`src/dcq_pkg.sv`:
```
`default_nettype none
package dcq_pkg;

	localparam int FRAC_BITS = 30;
	localparam int MAT_W     = 32;
	localparam int QUAT_W    = 32;
	localparam int EPS_W     = 21;
	localparam int EPS_RESET = 16;
	localparam int ADDR_W    = 3;
	localparam int APB_W     = 32;

	// Register byte offsets, decoded on paddr[ADDR_W-1:2]
	localparam logic REG_NORM_EPSILON = 1'b0;

	localparam int IN_W      = 9 * MAT_W;
	localparam int OUT_W     = 4 * QUAT_W;

	localparam int T_W       = 34;
	localparam int RAD_W     = 64;
	localparam int ROOT_W    = RAD_W / 2;
	localparam int REM_W     = ROOT_W + 3;
	localparam int SQ_STEPS  = ROOT_W;
	localparam int DIV_STEPS = FRAC_BITS + 1;
	localparam int PIPE_DEPTH = 3 * (SQ_STEPS + 1) + DIV_STEPS + 1 + 6;

	localparam int FIFO_DEPTH = 4;
	localparam int FIFO_PTR_W = $clog2(FIFO_DEPTH);
	localparam int FIFO_CNT_W = $clog2(FIFO_DEPTH + 1);

	localparam logic [RAD_W-1:0] ONE_RAD = RAD_W'(1) << FRAC_BITS;

	typedef struct packed {
		logic [2:0]     neg;
		logic [T_W-1:0] tz;
		logic [T_W-1:0] ty;
		logic [T_W-1:0] tx;
	} dcq_item_t;

	typedef struct packed {
		logic [RAD_W-1:0]  rad;
		logic [REM_W-1:0]  rem;
		logic [ROOT_W-1:0] root;
	} dcq_root_t;

	typedef struct packed {
		logic [ROOT_W-1:0]    rem;
		logic [DIV_STEPS-1:0] bits;
		logic [DIV_STEPS-1:0] quo;
	} dcq_div_t;

	typedef struct packed {
		logic [2:0]        neg;
		logic [ROOT_W-1:0] mz;
		logic [ROOT_W-1:0] my;
		logic [ROOT_W-1:0] mx;
		logic [ROOT_W-1:0] mw;
	} dcq_mags_t;

endpackage
`default_nettype wire

```
`src/dcq_cfg.sv`:
```
`default_nettype none
module dcq_cfg (
	input  logic                       clk,
	input  logic                       arst_n,
	input  logic                       psel,
	input  logic                       penable,
	input  logic                       pwrite,
	input  logic [dcq_pkg::ADDR_W-1:0] paddr,
	input  logic [dcq_pkg::APB_W-1:0]  pwdata,
	output logic [dcq_pkg::APB_W-1:0]  prdata,
	output logic                       pready,
	output logic [dcq_pkg::EPS_W-1:0]  norm_epsilon
);
	import dcq_pkg::*;

	logic [EPS_W-1:0] eps_q;
	logic             hit;

	assign pready       = 1'b1;
	assign hit          = (paddr[ADDR_W-1:2] == REG_NORM_EPSILON);
	assign norm_epsilon = eps_q;
	assign prdata       = hit ? APB_W'(eps_q) : '0;

	always_ff @(posedge clk or negedge arst_n) begin
		if (!arst_n) begin
			eps_q <= EPS_W'(EPS_RESET);
		end else if (psel && penable && pwrite && pready && hit) begin
			eps_q <= pwdata[EPS_W-1:0];
		end
	end

endmodule
`default_nettype wire

```
`config.mk`:
```
export PLATFORM = sky130hd
export DESIGN_NAME = dcq_cfg
export DESIGN_NICKNAME = d
export VERILOG_FILES = /design/src/dcq_pkg.sv /design/src/dcq_cfg.sv
export SDC_FILE = /design/constraint.sdc
export NUM_CORES = 1
export LEC_CHECK = 0
export BUFFER_PORTS_ARGS = -buffer_cell sky130_fd_sc_hd__clkbuf_2
export CAP_MARGIN = 20
export CORE_ASPECT_RATIO = 0.8
export CORE_MARGIN = 5
export CORE_UTILIZATION = 34
export CTS_BUF_LIST = sky130_fd_sc_hd__clkbuf_16
export DETAILED_ROUTE_END_ITERATION = 6
export MAX_ROUTING_LAYER = met4
export PLACE_DENSITY = 0.75
export SLEW_MARGIN = 20
export SYNTH_ARGS = -nofsm -noshare
export SYNTH_HDL_FRONTEND = slang
export SYNTH_SLANG_ARGS = --single-unit
export TNS_END_PERCENT = 1
```
`constraint.sdc`:
```
create_clock -name clk -period 0.8 [get_ports clk]
set_input_delay 0.12 -clock clk [delete_from_list [all_inputs] [get_ports clk]]
set_output_delay 0.12 -clock clk [all_outputs]
set_load 0.02 [all_outputs]
```
==> qor.csv <==
stage;metric;value;unit
run_status;status;complete, but fails checks;
run_status;failing checks;setup timing;
floorplanning;Rows;18;
floorplanning;Ports;94;
worst_setup_path;crit-path cells;nor2b_4, buf_8;
sta;crit share post-route;1.491;
place;placed cell count;188;
floorplanning;core area;0.003131;mm2
global_route;initial antenna violation count;0;
drt;TritonRoute pass-1 iters;2;
final_layout;nets;194;
worst_setup_path;critical path peak fanout;3;
worst_setup_path;crit-path max cell delay;0.55;ns
clocking;CTS root buf;clkbuf_16;
hold_path;worst hold path class;input port to register;
synth;Post-Syn Instances;82;
clocking;CTS Sinks;21;
final_layout;final std cells w/o fill;193;
final_layout;ANT cells;0;
drt;DRC viols;0;
final_layout;share of post-route cells with drive strength above 1;0.7843;
place;GPL Wtd Cong;0.7459;
synth;Async S/R FF share, synth;1.000;
place;placed cell area;0.001541;mm2
synth;number of flops mapped to enable cells by yosys;0;
sta;Setup WS post-layout;-0.3926;ns
global_route;first-pass GRT wire length;4340;um
synth;top post-synthesis cells by area;dfrtp_1 (45%), mux2_4 (27%), nor2b_1 (12%), buf_4 (8.0%), dfstp_2 (2.3%);
sta;Final Critical Period;1.193;ns
sta;Max Fclk;0.8385;GHz
synth;Yosys top cell area share;0.4464;
power;P_leak;0.9538;nW
final_layout;area grow syn2layout;53.35;%
worst_setup_path;Slowest cell on crit path;dfstp_2;
synth;flops & latches, synth;21;
place;Port Buffers;68;
synth;Main synth FF type;dfrtp_1;
drt;WL final;2704;um
floorplanning;initial core utilization;0.3581;
synth;Cell Area, Synth;0.001121;mm2
worst_setup_path;CP Launch Type;register;
sta;Final Slew Violations;0;
final_layout;final non-filler cell area;0.001719;mm2
power;VDD IR max;1.241;mV
final_layout;Final Core Density;0.5492;
sta;endpoints failing setup;42;
sta;clk_skew;0;ns
drt;DR vias/cell;4.285;
floorplanning;die area;0.004553;mm2
drt;via count;827;
sta;RSZ-0062 raised after global routing;true;
synth;post-synthesis sequential area ratio;0.4699;
clocking;CTS tree;yes;
synth;Ys Warns;0;
synth;top cells by count, synth;nor2b_1 (21), dfrtp_1 (20), mux2_4 (20);
global_route;number of global-route vias before repair;943;
synth;Synth Area per Inst;13.67;um2
drt;Antenna Violating Nets Remaining;0;
clocking;Num CTS Buffers;3;
worst_setup_path;critical path arrival;1.07;ns
worst_setup_path;critical path required time;0.68;ns
global_route;largest net degree at the start of global routing;22;
run;max-cap violations;0;
clocking;Clock Latency Late Sink;0.25;ns
clocking;post-CTS setup buffers;0;
global_route;grt ovf;0;
clocking;maximum clock insertion buffer count;2;
global_route;aggregate global-route resource usage;0.1290;
sta;worst hold margin;0.09382;ns
synth;post-synth top area cell;dfrtp_1;
synth;most common cell in the netlist;nor2b_1;
synth;Netlist cell types;10;
floorplanning;Die Span X;74.20;um
floorplanning;die span in y;61.36;um
drt;routed len/inst;14.01;um
clocking;H-Tree Depth;1;
final_layout;Largest register FFs;21;
drt;1st-iter DRT viols;23;
clocking;clk slew on worst S/H paths;0.06;ns
place;DP HPWL;2173;um
worst_setup_path;CP Capture Type;output port;
sta;Final Hold Fails;0;
power;Pwr per Cell Area;2507;mW/mm2
worst_setup_path;critical path class;register to output port;
## placed cells by master (no fill, tap or decap), drive strengths merged
cell type	synthesis	layout
dfrtp	20	20
dfstp	1	1
buf	14	35
clkbuf	2	40
mux2	21	21
conb	2	12
dlygate4sd3	0	1
nor2b	21	21
clkinv	0	1
nand4b	1	1
## report_power, final
part	switching, mW	total (mW)	internal [mW]
Sequential	0.177	1.48	1.31
Combinational	0.883	1.77	0.888
Clock	0.383	1.05	0.671
Total	1.44	4.31	2.87
## final timing paths
check | startpoint | slack (ns) | cells past startpoint | to
worst max-delay path | norm_epsilon[4]$_DFFE_PN1P_ | -0.39 | 2 | prdata[4]
worst min-delay path | pwdata[8] | 0.09 | 2 | norm_epsilon[8]$_DFFE_PN0P_
worst max register to register | norm_epsilon[6]$_DFFE_PN0P_ | 0.01 | 1 | norm_epsilon[6]$_DFFE_PN0P_
worst min register to register | norm_epsilon[5]$_DFFE_PN0P_ | 0.52 | 1 | norm_epsilon[5]$_DFFE_PN0P_
max in group asynchronous | arst_n | 0.16 | 3 | norm_epsilon[16]$_DFFE_PN0P_
min in group asynchronous | arst_n | 0.28 | 2 | norm_epsilon[20]$_DFFE_PN0P_
## critical path, delay by kind of cell, from the launching register on
family / cells / cell delay [ns]
buf+inv: 1 / 0.12
flops: 1 / 0.55
simple gates: 1 / 0.16
## metal layers
layer / vias up / global-route usage / part of all wire
met1: 392 / 0.1625 / 0.40
met4: 0 / 0.03359 / 0.0044
met2: 48 / 0.2083 / 0.49
met3: 2 / 0.03263 / 0.10
met5: - / - / 0
li1: 385 / - / -
## cells by family (layout without fill, tap and decap cells)
family | Yosys count | in the layout | synth area share
DFF | 21 | 21 | 0.4699
muxes | 21 | 21 | 0.2779
and+or+nand+nor | 22 | 22 | 0.1384
other | 2 | 12 | 0.006699
buffers and inverters | 16 | 77 | 0.1071
## final cells by class
cell class                      count  area [um2]
Fill cell                         250        1411
Clock buffer                        3       75.07
Clock inverter                      1       5.005
Timing Repair Buffer               73       493.0
Tap cell                           40       50.05
Sequential cell                    21       526.8
Multi-Input combinational cell     55       569.3
## through the flow
step	setup TNS [ns]	worst slack, ns	power [mW]
4_1_cts	-8.984	-0.4187	4.231
6_report	-8.647	-0.3926	4.310
3_5_place_dp	-6.574	-0.2328	3.148
3_3_place_gp	-5.806	-0.2011	3.104
2_1_floorplan	-2.547	-0.1138	2.604
5_1_grt	-9.897	-0.4212	4.513
## what timing repair did
action / CTS / global route
hold buffers: 1 / 0
endpoints found under the setup margin: 42 / 44
resized for setup: 5 / 52
hold endpoints to repair: 8 / 0
pin swaps: 0 / 0
(Power assumes the default switching activity.)
