<file path="src/dcq_pkg.sv">
`default_nettype none
package dcq_pkg;

	localparam int FRAC_BITS = 30;
	localparam int MAT_W     = 32;
	localparam int QUAT_W    = 32;
	localparam int EPS_W     = 21;
	localparam int EPS_RESET = 16;
	localparam int ADDR_W    = 3;
	localparam int APB_W     = 32;

	// Register byte offsets, decoded on paddr[ADDR_W-1:2]
	localparam logic REG_NORM_EPSILON = 1'b0;

	localparam int IN_W      = 9 * MAT_W;
	localparam int OUT_W     = 4 * QUAT_W;

	localparam int T_W       = 34;
	localparam int RAD_W     = 64;
	localparam int ROOT_W    = RAD_W / 2;
	localparam int REM_W     = ROOT_W + 3;
	localparam int SQ_STEPS  = ROOT_W;
	localparam int DIV_STEPS = FRAC_BITS + 1;
	localparam int PIPE_DEPTH = 3 * (SQ_STEPS + 1) + DIV_STEPS + 1 + 6;

	localparam int FIFO_DEPTH = 4;
	localparam int FIFO_PTR_W = $clog2(FIFO_DEPTH);
	localparam int FIFO_CNT_W = $clog2(FIFO_DEPTH + 1);

	localparam logic [RAD_W-1:0] ONE_RAD = RAD_W'(1) << FRAC_BITS;

	typedef struct packed {
		logic [2:0]     neg;
		logic [T_W-1:0] tz;
		logic [T_W-1:0] ty;
		logic [T_W-1:0] tx;
	} dcq_item_t;

	typedef struct packed {
		logic [RAD_W-1:0]  rad;
		logic [REM_W-1:0]  rem;
		logic [ROOT_W-1:0] root;
	} dcq_root_t;

	typedef struct packed {
		logic [ROOT_W-1:0]    rem;
		logic [DIV_STEPS-1:0] bits;
		logic [DIV_STEPS-1:0] quo;
	} dcq_div_t;

	typedef struct packed {
		logic [2:0]        neg;
		logic [ROOT_W-1:0] mz;
		logic [ROOT_W-1:0] my;
		logic [ROOT_W-1:0] mx;
		logic [ROOT_W-1:0] mw;
	} dcq_mags_t;

endpackage
`default_nettype wire

</file>
<file path="src/dcq_front.sv">
`default_nettype none
module dcq_front (
	input  logic                      s_axis_tvalid,
	output logic                      s_axis_tready,
	input  logic [dcq_pkg::IN_W-1:0]  s_axis_tdata,
	input  logic                      fifo_full,
	output logic                      push,
	output dcq_pkg::dcq_item_t        item
);
	import dcq_pkg::*;

	localparam int EW = T_W + 1;

	logic signed [EW-1:0] e00, e11, e22, one_e, tx, ty, tz;
	logic [MAT_W:0]       dx, dy, dz;

	function automatic logic signed [EW-1:0] sx(input logic [MAT_W-1:0] a);
		return $signed({{(EW-MAT_W){a[MAT_W-1]}}, a});
	endfunction

	function automatic logic [T_W-1:0] mag(input logic signed [EW-1:0] t);
		logic [EW-1:0] u;
		u = t[EW-1] ? EW'(-t) : EW'(t);
		return u[T_W-1:0];
	endfunction

	function automatic logic [MAT_W:0] diff(input logic [MAT_W-1:0] a,
		input logic [MAT_W-1:0] b);
		return {a[MAT_W-1], a} - {b[MAT_W-1], b};
	endfunction

	assign e00   = sx(s_axis_tdata[0*MAT_W +: MAT_W]);
	assign e11   = sx(s_axis_tdata[4*MAT_W +: MAT_W]);
	assign e22   = sx(s_axis_tdata[8*MAT_W +: MAT_W]);
	assign one_e = $signed(EW'(1) << FRAC_BITS);

	assign tx = one_e + e00 - e11 - e22;
	assign ty = one_e - e00 + e11 - e22;
	assign tz = one_e - e00 - e11 + e22;

	// antisymmetric differences m21-m12, m02-m20, m10-m01
	assign dx = diff(s_axis_tdata[7*MAT_W +: MAT_W], s_axis_tdata[5*MAT_W +: MAT_W]);
	assign dy = diff(s_axis_tdata[2*MAT_W +: MAT_W], s_axis_tdata[6*MAT_W +: MAT_W]);
	assign dz = diff(s_axis_tdata[3*MAT_W +: MAT_W], s_axis_tdata[1*MAT_W +: MAT_W]);

	assign item.tx  = mag(tx);
	assign item.ty  = mag(ty);
	assign item.tz  = mag(tz);
	assign item.neg = {dz[MAT_W], dy[MAT_W], dx[MAT_W]};

	assign s_axis_tready = !fifo_full;
	assign push          = s_axis_tvalid && !fifo_full;

endmodule
`default_nettype wire

</file>
<file path="config.mk">
export PLATFORM = sky130hd
export DESIGN_NAME = dcq_front
export DESIGN_NICKNAME = d
export VERILOG_FILES = /design/src/dcq_pkg.sv /design/src/dcq_front.sv
export SDC_FILE = /design/constraint.sdc
export NUM_CORES = 1
export LEC_CHECK = 0
export ABC_AREA = 1
export BUFFER_PORTS_ARGS = -buffer_cell sky130_fd_sc_hd__buf_2
export CAP_MARGIN = 20
export CORE_UTILIZATION = 50
export DETAILED_ROUTE_END_ITERATION = 8
export PLACE_DENSITY = 0.76
export REMOVE_ABC_BUFFERS = 1
export SLEW_MARGIN = 20
export SYNTH_ARGS = -nofsm -noshare
export SYNTH_HDL_FRONTEND = slang
export SYNTH_SLANG_ARGS = --single-unit
export TNS_END_PERCENT = 20
</file>
<file path="constraint.sdc">
create_clock -name vclk -period 12.7
set_clock_uncertainty 0.1 [all_clocks]
set_input_delay 2.54 -clock vclk [all_inputs]
set_output_delay 2.54 -clock vclk [all_outputs]
set_load 0.005 [all_outputs]
</file>
==> run metrics <==
outcome complete, no violations; WL per Instance 16.4 µm; FP Rows 65; layout cells sized above 1 15.9%; Hold Path Depth 3; vias in the first global route 18284; vias post-DR 19008; DRC errors left 0; post_cts resized 0; Seq/Total Area, Yosys 0%; CTS Hold Bufs 0; met2 routed WL around 27 mm; post-synth cell types 48; Post-CTS Repair Setup Buffers 0; min Tclk post-route 10.67 ns; first-pass GRT wire length 93.3 mm; slowest CP cell fa_1; post-route ant nets 0; synth warn 0; DP Area 0.0185 mm²; die area 0.0330 mm²; Layout area overhead 15.1%; Buffers on Ports 397; M1 WL between 20 and 30 mm; IO Count ~400; final count of negative-setup-slack endpoints 0; Worst EP arrival 8.03 ns; critical path class primary input to output port; RSZ-0062 raised after global routing no; Levels on crit path 28; total wire length 58.4 mm; Clock buffer cells 0; worst relative slew slack 49.8%; Final period util 84.1%; TNS Setup 0 ns; Syn Inst Count 2766; final hold vios 0; final max-slew violation count 0; Worst Tran Pin Value 0.751 ns; initial antenna violation count 6; gr usage total about a third; CP peak stage delay about 0.55 ns; most used cell, CP nand2_1; highest metal used met4; Max-cap violations 0; die width 182 µm; RePlAce Congestion ~1.0; critical path fanouts, max 23; Reg area 0 µm²; largest net degree at the start of global routing 32; peak supply drop 0.0875 mV; 1st-iter DRT viols 1276; Mapped Area 0.0161 mm²; DRT Pass-1 Iters 5; buffers plus inverters on the worst setup path 5; chip height roughly 180 µm; Critical Path Source Type primary input; Top Family by Delay on Critical Path simple AND/OR/NAND/NOR gates; Initial Util 50.9%; number of nets in the layout 3772; dpl hpwl 53.4 mm; Worst EP required 10.06 ns; total grt overflow 0; Highest Clock Rate roughly 94 MHz; via/cell ratio 5.34; Leak Pwr 0.0111 µW; flip-flop and latch count 0; HP Class primary input to output port; crit path capture type output port; Syn Area/Cell 5.83 µm²; wire length on met3 4.41 mm; Design Area, Final 0.0186 mm²; CORE AREA between 0.03 and 0.04 mm²; pwr/cell area 115 mW/mm²
-- per-stage QoR --
stage,worst slack [ns],total power (µW),std cells,hold WS [ns],util (%)
after global routing,1.30,2370,3560,5.22,58.7
after CTS,1.96,2100,3554,5.21,58.6
after detailed placement,2.01,2080,3554,5.21,58.6
after global placement,2.15,2060,3554,5.20,58.6
final,2.03,2130,3560,5.21,58.7
after floorplan,3.44,1380,2755,5.01,-
-- power by group --
| group | switching (µW) | internal, µW | total, µW | leakage (µW) |
|---|---|---|---|---|
| Sequential | 0 | 0 | 0 | 0 |
| Combinational | 1350 | 775 | 2130 | 0.0111 |
| Clock | 0 | 0.0000635 | 0.0000635 | 0.0000000380 |
| Total | 1350 | 775 | 2130 | 0.0111 |
-- final timing paths --
check	end	start
max	item[85]	s_axis_tdata[0]
min	s_axis_tready	fifo_full
-- routing by layer --
layer / track usage (%) / vias up
li1: - / 9460
met1: 45.8 / 8749
met2: 60.9 / 731
met3: 4.51 / 68
met4: 10.5 / 0
met5: 0 / -
-- cell usage in the layout (no fill, tap or decap), types with 10 or more instances in the layout --
| cell | netlist | final |
|---|---|---|
| a21oi_1 | 156 | 156 |
| buf_2 | 6 | 397 |
| fa_1 | 99 | 99 |
| ha_1 | 229 | 229 |
| inv_1 | 600 | 600 |
| nand2_1 | 735 | 735 |
| nand2_2 | 29 | 29 |
| nand3_1 | 184 | 184 |
| nand3_2 | 10 | 10 |
| nand3b_1 | 16 | 16 |
| nand4_1 | 64 | 64 |
| nor2_1 | 255 | 255 |
| nor2_2 | 25 | 25 |
| nor3_1 | 41 | 41 |
| o21ai_0 | 71 | 71 |
| o21ai_1 | 11 | 11 |
| o21bai_1 | 10 | 10 |
| xnor2_1 | 29 | 29 |
| xor2_1 | 95 | 95 |
-- Yosys cell counts, drive strengths merged, types with 3 or more instances --
master	instances	share of area (%)
nand2	768	19
inv	609	14
nor2	289	7.5
ha	229	18
nand3	195	6.4
a21oi	158	5.0
fa	99	12
xor2	96	5.3
o21ai	86	2.8
nand4	64	2.5
nor3	46	1.6
xnor2	31	1.8
nand3b	17	0.82
buf	11	0.44
o21bai	11	0.54
o211ai	9	0.42
a21o	8	0.37
nor4	7	0.31
o31ai	6	0.28
a21boi	5	0.23
o221ai	5	0.27
a211oi	4	0.19
and2	4	0.16
or2	3	0.12
-- final cells by class --
type | count | area, µm²
diodes | 6 | 15.0
fillers | 3297 | 13100
inverters | 609 | 2290
multi-input cells | 2146 | 13800
well taps | 402 | 503
repair buffers | 397 | 1990
-- cells by family (layout without fill, tap and decap cells) --
| logic type | count (synthesis) | count (layout) | synth area share [%] |
|---|---|---|---|
| adders and majority gates | 328 | 328 | 30.1 |
| and+or+nand+nor | 1395 | 1395 | 38.1 |
| xor gates and xnor gates | 127 | 127 | 7.04 |
| AOI/OAI and AO/OA | 296 | 296 | 10.2 |
| buffers and inverters | 620 | 1006 | 14.6 |
| other | 0 | 6 | 0 |
-- worst min-delay path: stages --
cell   delay [ns]
buf_2        0.09
inv_1        0.04
buf_2        0.11
Power figures use the tool's default switching activity.
