**config.mk**
```make
export PLATFORM = sky130hd
export DESIGN_NAME = dcq_fifo
export DESIGN_NICKNAME = d
export VERILOG_FILES = /design/src/dcq_pkg.sv /design/src/dcq_fifo.sv
export SDC_FILE = /design/constraint.sdc
export NUM_CORES = 1
export LEC_CHECK = 0
export BUFFER_PORTS_ARGS = -buffer_cell sky130_fd_sc_hd__buf_4
export CORE_MARGIN = 1.5
export CORE_UTILIZATION = 35
export CTS_CLUSTER_SIZE = 10
export DETAILED_ROUTE_END_ITERATION = 10
export SLEW_MARGIN = 10
export SYNTH_ARGS = -nofsm -noshare
export SYNTH_HDL_FRONTEND = slang
export SYNTH_SLANG_ARGS = --single-unit
export TNS_END_PERCENT = 10
```
**constraint.sdc**
```tcl
create_clock -name clk -period 8.9 [get_ports clk]
set_input_delay 1.78 -clock clk [delete_from_list [all_inputs] [get_ports clk]]
set_output_delay 1.78 -clock clk [all_outputs]
set_load 0.01 [all_outputs]
```
**src/dcq_pkg.sv**
```systemverilog
`default_nettype none
package dcq_pkg;

	localparam int FRAC_BITS = 30;
	localparam int MAT_W     = 32;
	localparam int QUAT_W    = 32;
	localparam int EPS_W     = 21;
	localparam int EPS_RESET = 16;
	localparam int ADDR_W    = 3;
	localparam int APB_W     = 32;

	// Register byte offsets, decoded on paddr[ADDR_W-1:2]
	localparam logic REG_NORM_EPSILON = 1'b0;

	localparam int IN_W      = 9 * MAT_W;
	localparam int OUT_W     = 4 * QUAT_W;

	localparam int T_W       = 34;
	localparam int RAD_W     = 64;
	localparam int ROOT_W    = RAD_W / 2;
	localparam int REM_W     = ROOT_W + 3;
	localparam int SQ_STEPS  = ROOT_W;
	localparam int DIV_STEPS = FRAC_BITS + 1;
	localparam int PIPE_DEPTH = 3 * (SQ_STEPS + 1) + DIV_STEPS + 1 + 6;

	localparam int FIFO_DEPTH = 4;
	localparam int FIFO_PTR_W = $clog2(FIFO_DEPTH);
	localparam int FIFO_CNT_W = $clog2(FIFO_DEPTH + 1);

	localparam logic [RAD_W-1:0] ONE_RAD = RAD_W'(1) << FRAC_BITS;

	typedef struct packed {
		logic [2:0]     neg;
		logic [T_W-1:0] tz;
		logic [T_W-1:0] ty;
		logic [T_W-1:0] tx;
	} dcq_item_t;

	typedef struct packed {
		logic [RAD_W-1:0]  rad;
		logic [REM_W-1:0]  rem;
		logic [ROOT_W-1:0] root;
	} dcq_root_t;

	typedef struct packed {
		logic [ROOT_W-1:0]    rem;
		logic [DIV_STEPS-1:0] bits;
		logic [DIV_STEPS-1:0] quo;
	} dcq_div_t;

	typedef struct packed {
		logic [2:0]        neg;
		logic [ROOT_W-1:0] mz;
		logic [ROOT_W-1:0] my;
		logic [ROOT_W-1:0] mx;
		logic [ROOT_W-1:0] mw;
	} dcq_mags_t;

endpackage
`default_nettype wire

```
**src/dcq_fifo.sv**
```systemverilog
`default_nettype none
module dcq_fifo (
	input  logic               clk,
	input  logic               arst_n,
	input  logic               push,
	input  dcq_pkg::dcq_item_t wr_item,
	output logic               full,
	input  logic               pop,
	output dcq_pkg::dcq_item_t rd_item,
	output logic               not_empty
);
	import dcq_pkg::*;

	dcq_item_t             mem_q [FIFO_DEPTH];
	logic [FIFO_PTR_W-1:0] wr_ptr_q, rd_ptr_q;
	logic [FIFO_CNT_W-1:0] cnt_q;
	logic                  do_push, do_pop;

	assign full      = (cnt_q == FIFO_CNT_W'(FIFO_DEPTH));
	assign not_empty = (cnt_q != '0);
	assign do_push   = push && !full;
	assign do_pop    = pop && not_empty;
	assign rd_item   = mem_q[rd_ptr_q];

	always_ff @(posedge clk) begin
		if (do_push) begin
			mem_q[wr_ptr_q] <= wr_item;
		end
	end

	always_ff @(posedge clk or negedge arst_n) begin
		if (!arst_n) begin
			wr_ptr_q <= '0;
			rd_ptr_q <= '0;
			cnt_q    <= '0;
		end else begin
			if (do_push) begin
				wr_ptr_q <= wr_ptr_q + 1'b1;
			end
			if (do_pop) begin
				rd_ptr_q <= rd_ptr_q + 1'b1;
			end
			cnt_q <= cnt_q + FIFO_CNT_W'(do_push) - FIFO_CNT_W'(do_pop);
		end
	end

	a_cnt_bound: assert property (@(posedge clk) disable iff (!arst_n)
		cnt_q <= FIFO_CNT_W'(FIFO_DEPTH))
		else $error("queue count overflow");

	a_ptr_track: assert property (@(posedge clk) disable iff (!arst_n)
		(cnt_q == '0 || cnt_q == FIFO_CNT_W'(FIFO_DEPTH)) |-> wr_ptr_q == rd_ptr_q)
		else $error("queue pointers out of step with count");

endmodule
`default_nettype wire

```
==> results.json <==
{
  "switchingPower_mw": 1.84,
  "dr.first_iter.drc_count": 399,
  "seq_area_frac_synth_pct": 82.0,
  "grtUsageTotal_pct": 13.8,
  "synthTopCellsByArea": "edfxtp_1, mux4_2, dfrtp_1, ha_1, buf_2",
  "synth_cell_types": 22,
  "netSwitchingFraction_pct": 28.3,
  "min-delay-path-class": "reg -> reg",
  "leakage_nw": 6.47,
  "start_util_pct": 35.3,
  "grt_pass1_vias": 7654,
  "syn_area_per_cell_um2": 26.5,
  "finalWirelength_mm": 31.1,
  "grt_pass1_wl_mm": 47.4,
  "worst-setup-path-type": "reg -> out",
  "cap_violations": 0,
  "synth.top_cell.area_share_pct": 80.9,
  "area_growth_pct": 23.5,
  "grt_max_degree": 71,
  "cts-root-buf": "clkbuf_16",
  "crit_fanout": 64,
  "cp-start-kind": "register",
  "post-route-min-period_ns": 4.84,
  "final.setup_skew_ns": 0.0180,
  "cts_tree": "built",
  "whs_path_depth": 2,
  "antenna_cells": 0,
  "clockPowerShare_pct": 26.9,
  "slew_headroom_pct": 29.2,
  "io_pins": 216,
  "worstSetupEndpointType": "output port",
  "post_cts_buffers": 0,
  "routabilityCongestion": 0.709,
  "combPwrFrac_pct": 29.3,
  "syn_area_um2": 15600,
  "ant_nets": 0,
  "htree_levels": 2,
  "drive_gt1_share_pct": 45.6,
  "cts.path.max_buffers": 3,
  "antenna_found_initial": 0,
  "powerDensity_nw_per_um2": 337,
  "run_status": "finished clean",
  "hold_viol": 0,
  "core_um2": 44100,
  "power.internal_mw": 4.65,
  "drt_first_pass_iters": 4,
  "irDropWorstVdd_v": 0.000252,
  "worstPathRequired_ns": 7.12,
  "slew_violations": 0,
  "overflow": 0,
  "yosysWarnings": 0,
  "fin_setup_tns_ns": 0,
  "rsz0062_at_grt": "false",
  "place_hpwl_mm": 17.9,
  "remaining_drc_errors": 0,
  "die_x_um": 214,
  "rr_worst_depth": 3,
  "fp-row-count": 77,
  "nets": 957,
  "wire_per_inst_um": 21.4,
  "cts-buffers-inserted": 49,
  "cts_resized": 0,
  "path_clk_slew_ns": 0.06,
  "dieArea_um2": 45800,
  "yosys_register_bits": 427,
  "clk_latency_ns": 0.57,
  "finalCritPeriodShare_pct": 54.4,
  "synth_area_leader_cell": "edfxtp_1",
  "seq_power_share_pct": 43.8,
  "setup_viol": 0,
  "max_freq_mhz": 207,
  "viasPerCell": 4.78,
  "tightest_slew_ns": 1.06,
  "die_y_um": 214,
  "io_buffers": 215,
  "vias": 6921,
  "p_total_mw": 6.48,
  "cp.arrival_ns": 3.06,
  "syn-num-nets": 705,
  "cts_sinks": 427,
  "cts_hold_buf": 0,
  "syn_inst": 589
}
[stage by stage]
stage                     utilization, %  worst slack (ns)  instances  instance area (µm²)  hold WS, ns
after floorplan                        -              4.16        589                15600        0.543
after global placement              40.6              4.57       1382                17900        0.566
after detailed placement            40.6              4.53       1382                17900        0.594
after CTS                           43.6              3.89       1449                19200        0.607
after global routing                43.6              3.88       1449                19200        0.672
final                               43.6              4.06       1449                19200        0.612
[sequential cells by signal, summed over array words and instances, names as in the netlist]
name and flops:
mem_q 420, wr_ptr_q 2, cnt_q 3, rd_ptr_q 2
[logic make-up (layout without fill, tap and decap cells)]
logic type | count (synthesis) | after routing | share of synthesized area [%]
DFF | 427 | 427 | 82.0
muxes | 105 | 105 | 15.2
buffers and inverters | 29 | 297 | 1.09
and+or+nand+nor | 13 | 13 | 0.674
adders and majority gates | 7 | 7 | 0.610
AOI/OAI and AO/OA | 4 | 4 | 0.209
xor gates and xnor gates | 4 | 4 | 0.225
[Yosys cell counts]
cell type,n
o31a_1,1
inv_1,5
nand4bb_1,2
o311ai_0,1
buf_6,4
edfxtp_1,420
xor2_1,1
clkbuf_1,5
buf_8,1
mux4_2,105
dfrtp_1,7
nor3b_2,1
nand2_1,1
xnor2_1,3
buf_4,1
buf_2,13
and3b_1,4
or3_1,1
ha_1,6
fa_1,1
o211ai_1,2
nand2b_1,4
[final cells by class]
| cell class | instances | area [µm²] |
|---|---|---|
| clock inverters | 5 | 26.3 |
| well taps | 592 | 741 |
| multi-input cells | 133 | 2650 |
| fillers | 3824 | 24900 |
| clock buffers | 62 | 1320 |
| repair buffers | 225 | 1700 |
| flip-flops and latches | 427 | 12800 |
| inverters | 5 | 18.8 |
[worst max-delay path, cell delays in order, from the launching register on]
cell and delay (ns):
dfrtp_4 0.84, buf_4 0.92, mux4_2 0.46, buf_4 0.17
[metal layers]
layer,vias to the layer above,global-route usage [%],share of wire (%)
li1,3040,-,-
met3,41,4.67,6.7
met4,0,3.80,1.9
met2,168,22.2,48
met5,-,0,0
met1,3672,17.9,44
[cell usage in the layout, fill, tap and decap left out, types with 3 or more instances in the layout]
cell,n
clkbuf_16,51
nand2b_1,4
clkbuf_1,11
dfrtp_1,5
edfxtp_1,420
buf_4,224
and3b_4,4
xnor2_1,3
inv_1,5
ha_1,6
mux4_2,105
[power by group through the flow]
| stage | clock network (mW) | logic (mW) | registers (mW) |
|---|---|---|---|
| floorplan | 0 | 1.19 | 2.79 |
| global placement | 0 | 1.96 | 2.88 |
| detailed placement | 0 | 1.97 | 2.89 |
| CTS | 1.81 | 1.97 | 2.85 |
| global route | 1.88 | 2.04 | 2.89 |
| finish | 1.74 | 1.90 | 2.84 |
[worst paths after layout]
kind	from	endpoint	slack, ns
worst max-delay path	rd_ptr_q[1]$_DFFE_PN0P_	rd_item[26]	4.06
worst min-delay path	wr_ptr_q[1]$_DFFE_PN0P_	wr_ptr_q[1]$_DFFE_PN0P_	0.61
worst max register to register	cnt_q[2]$_DFF_PN0_	mem_q[2][84]$_DFFE_PP_	6.39
worst min register to register	wr_ptr_q[1]$_DFFE_PN0P_	wr_ptr_q[1]$_DFFE_PN0P_	0.61
max in group asynchronous	arst_n	rd_ptr_q[0]$_DFFE_PN0P_	7.74
min in group asynchronous	arst_n	wr_ptr_q[1]$_DFFE_PN0P_	1.02
Note: power is estimated with default switching activity, not from simulation.
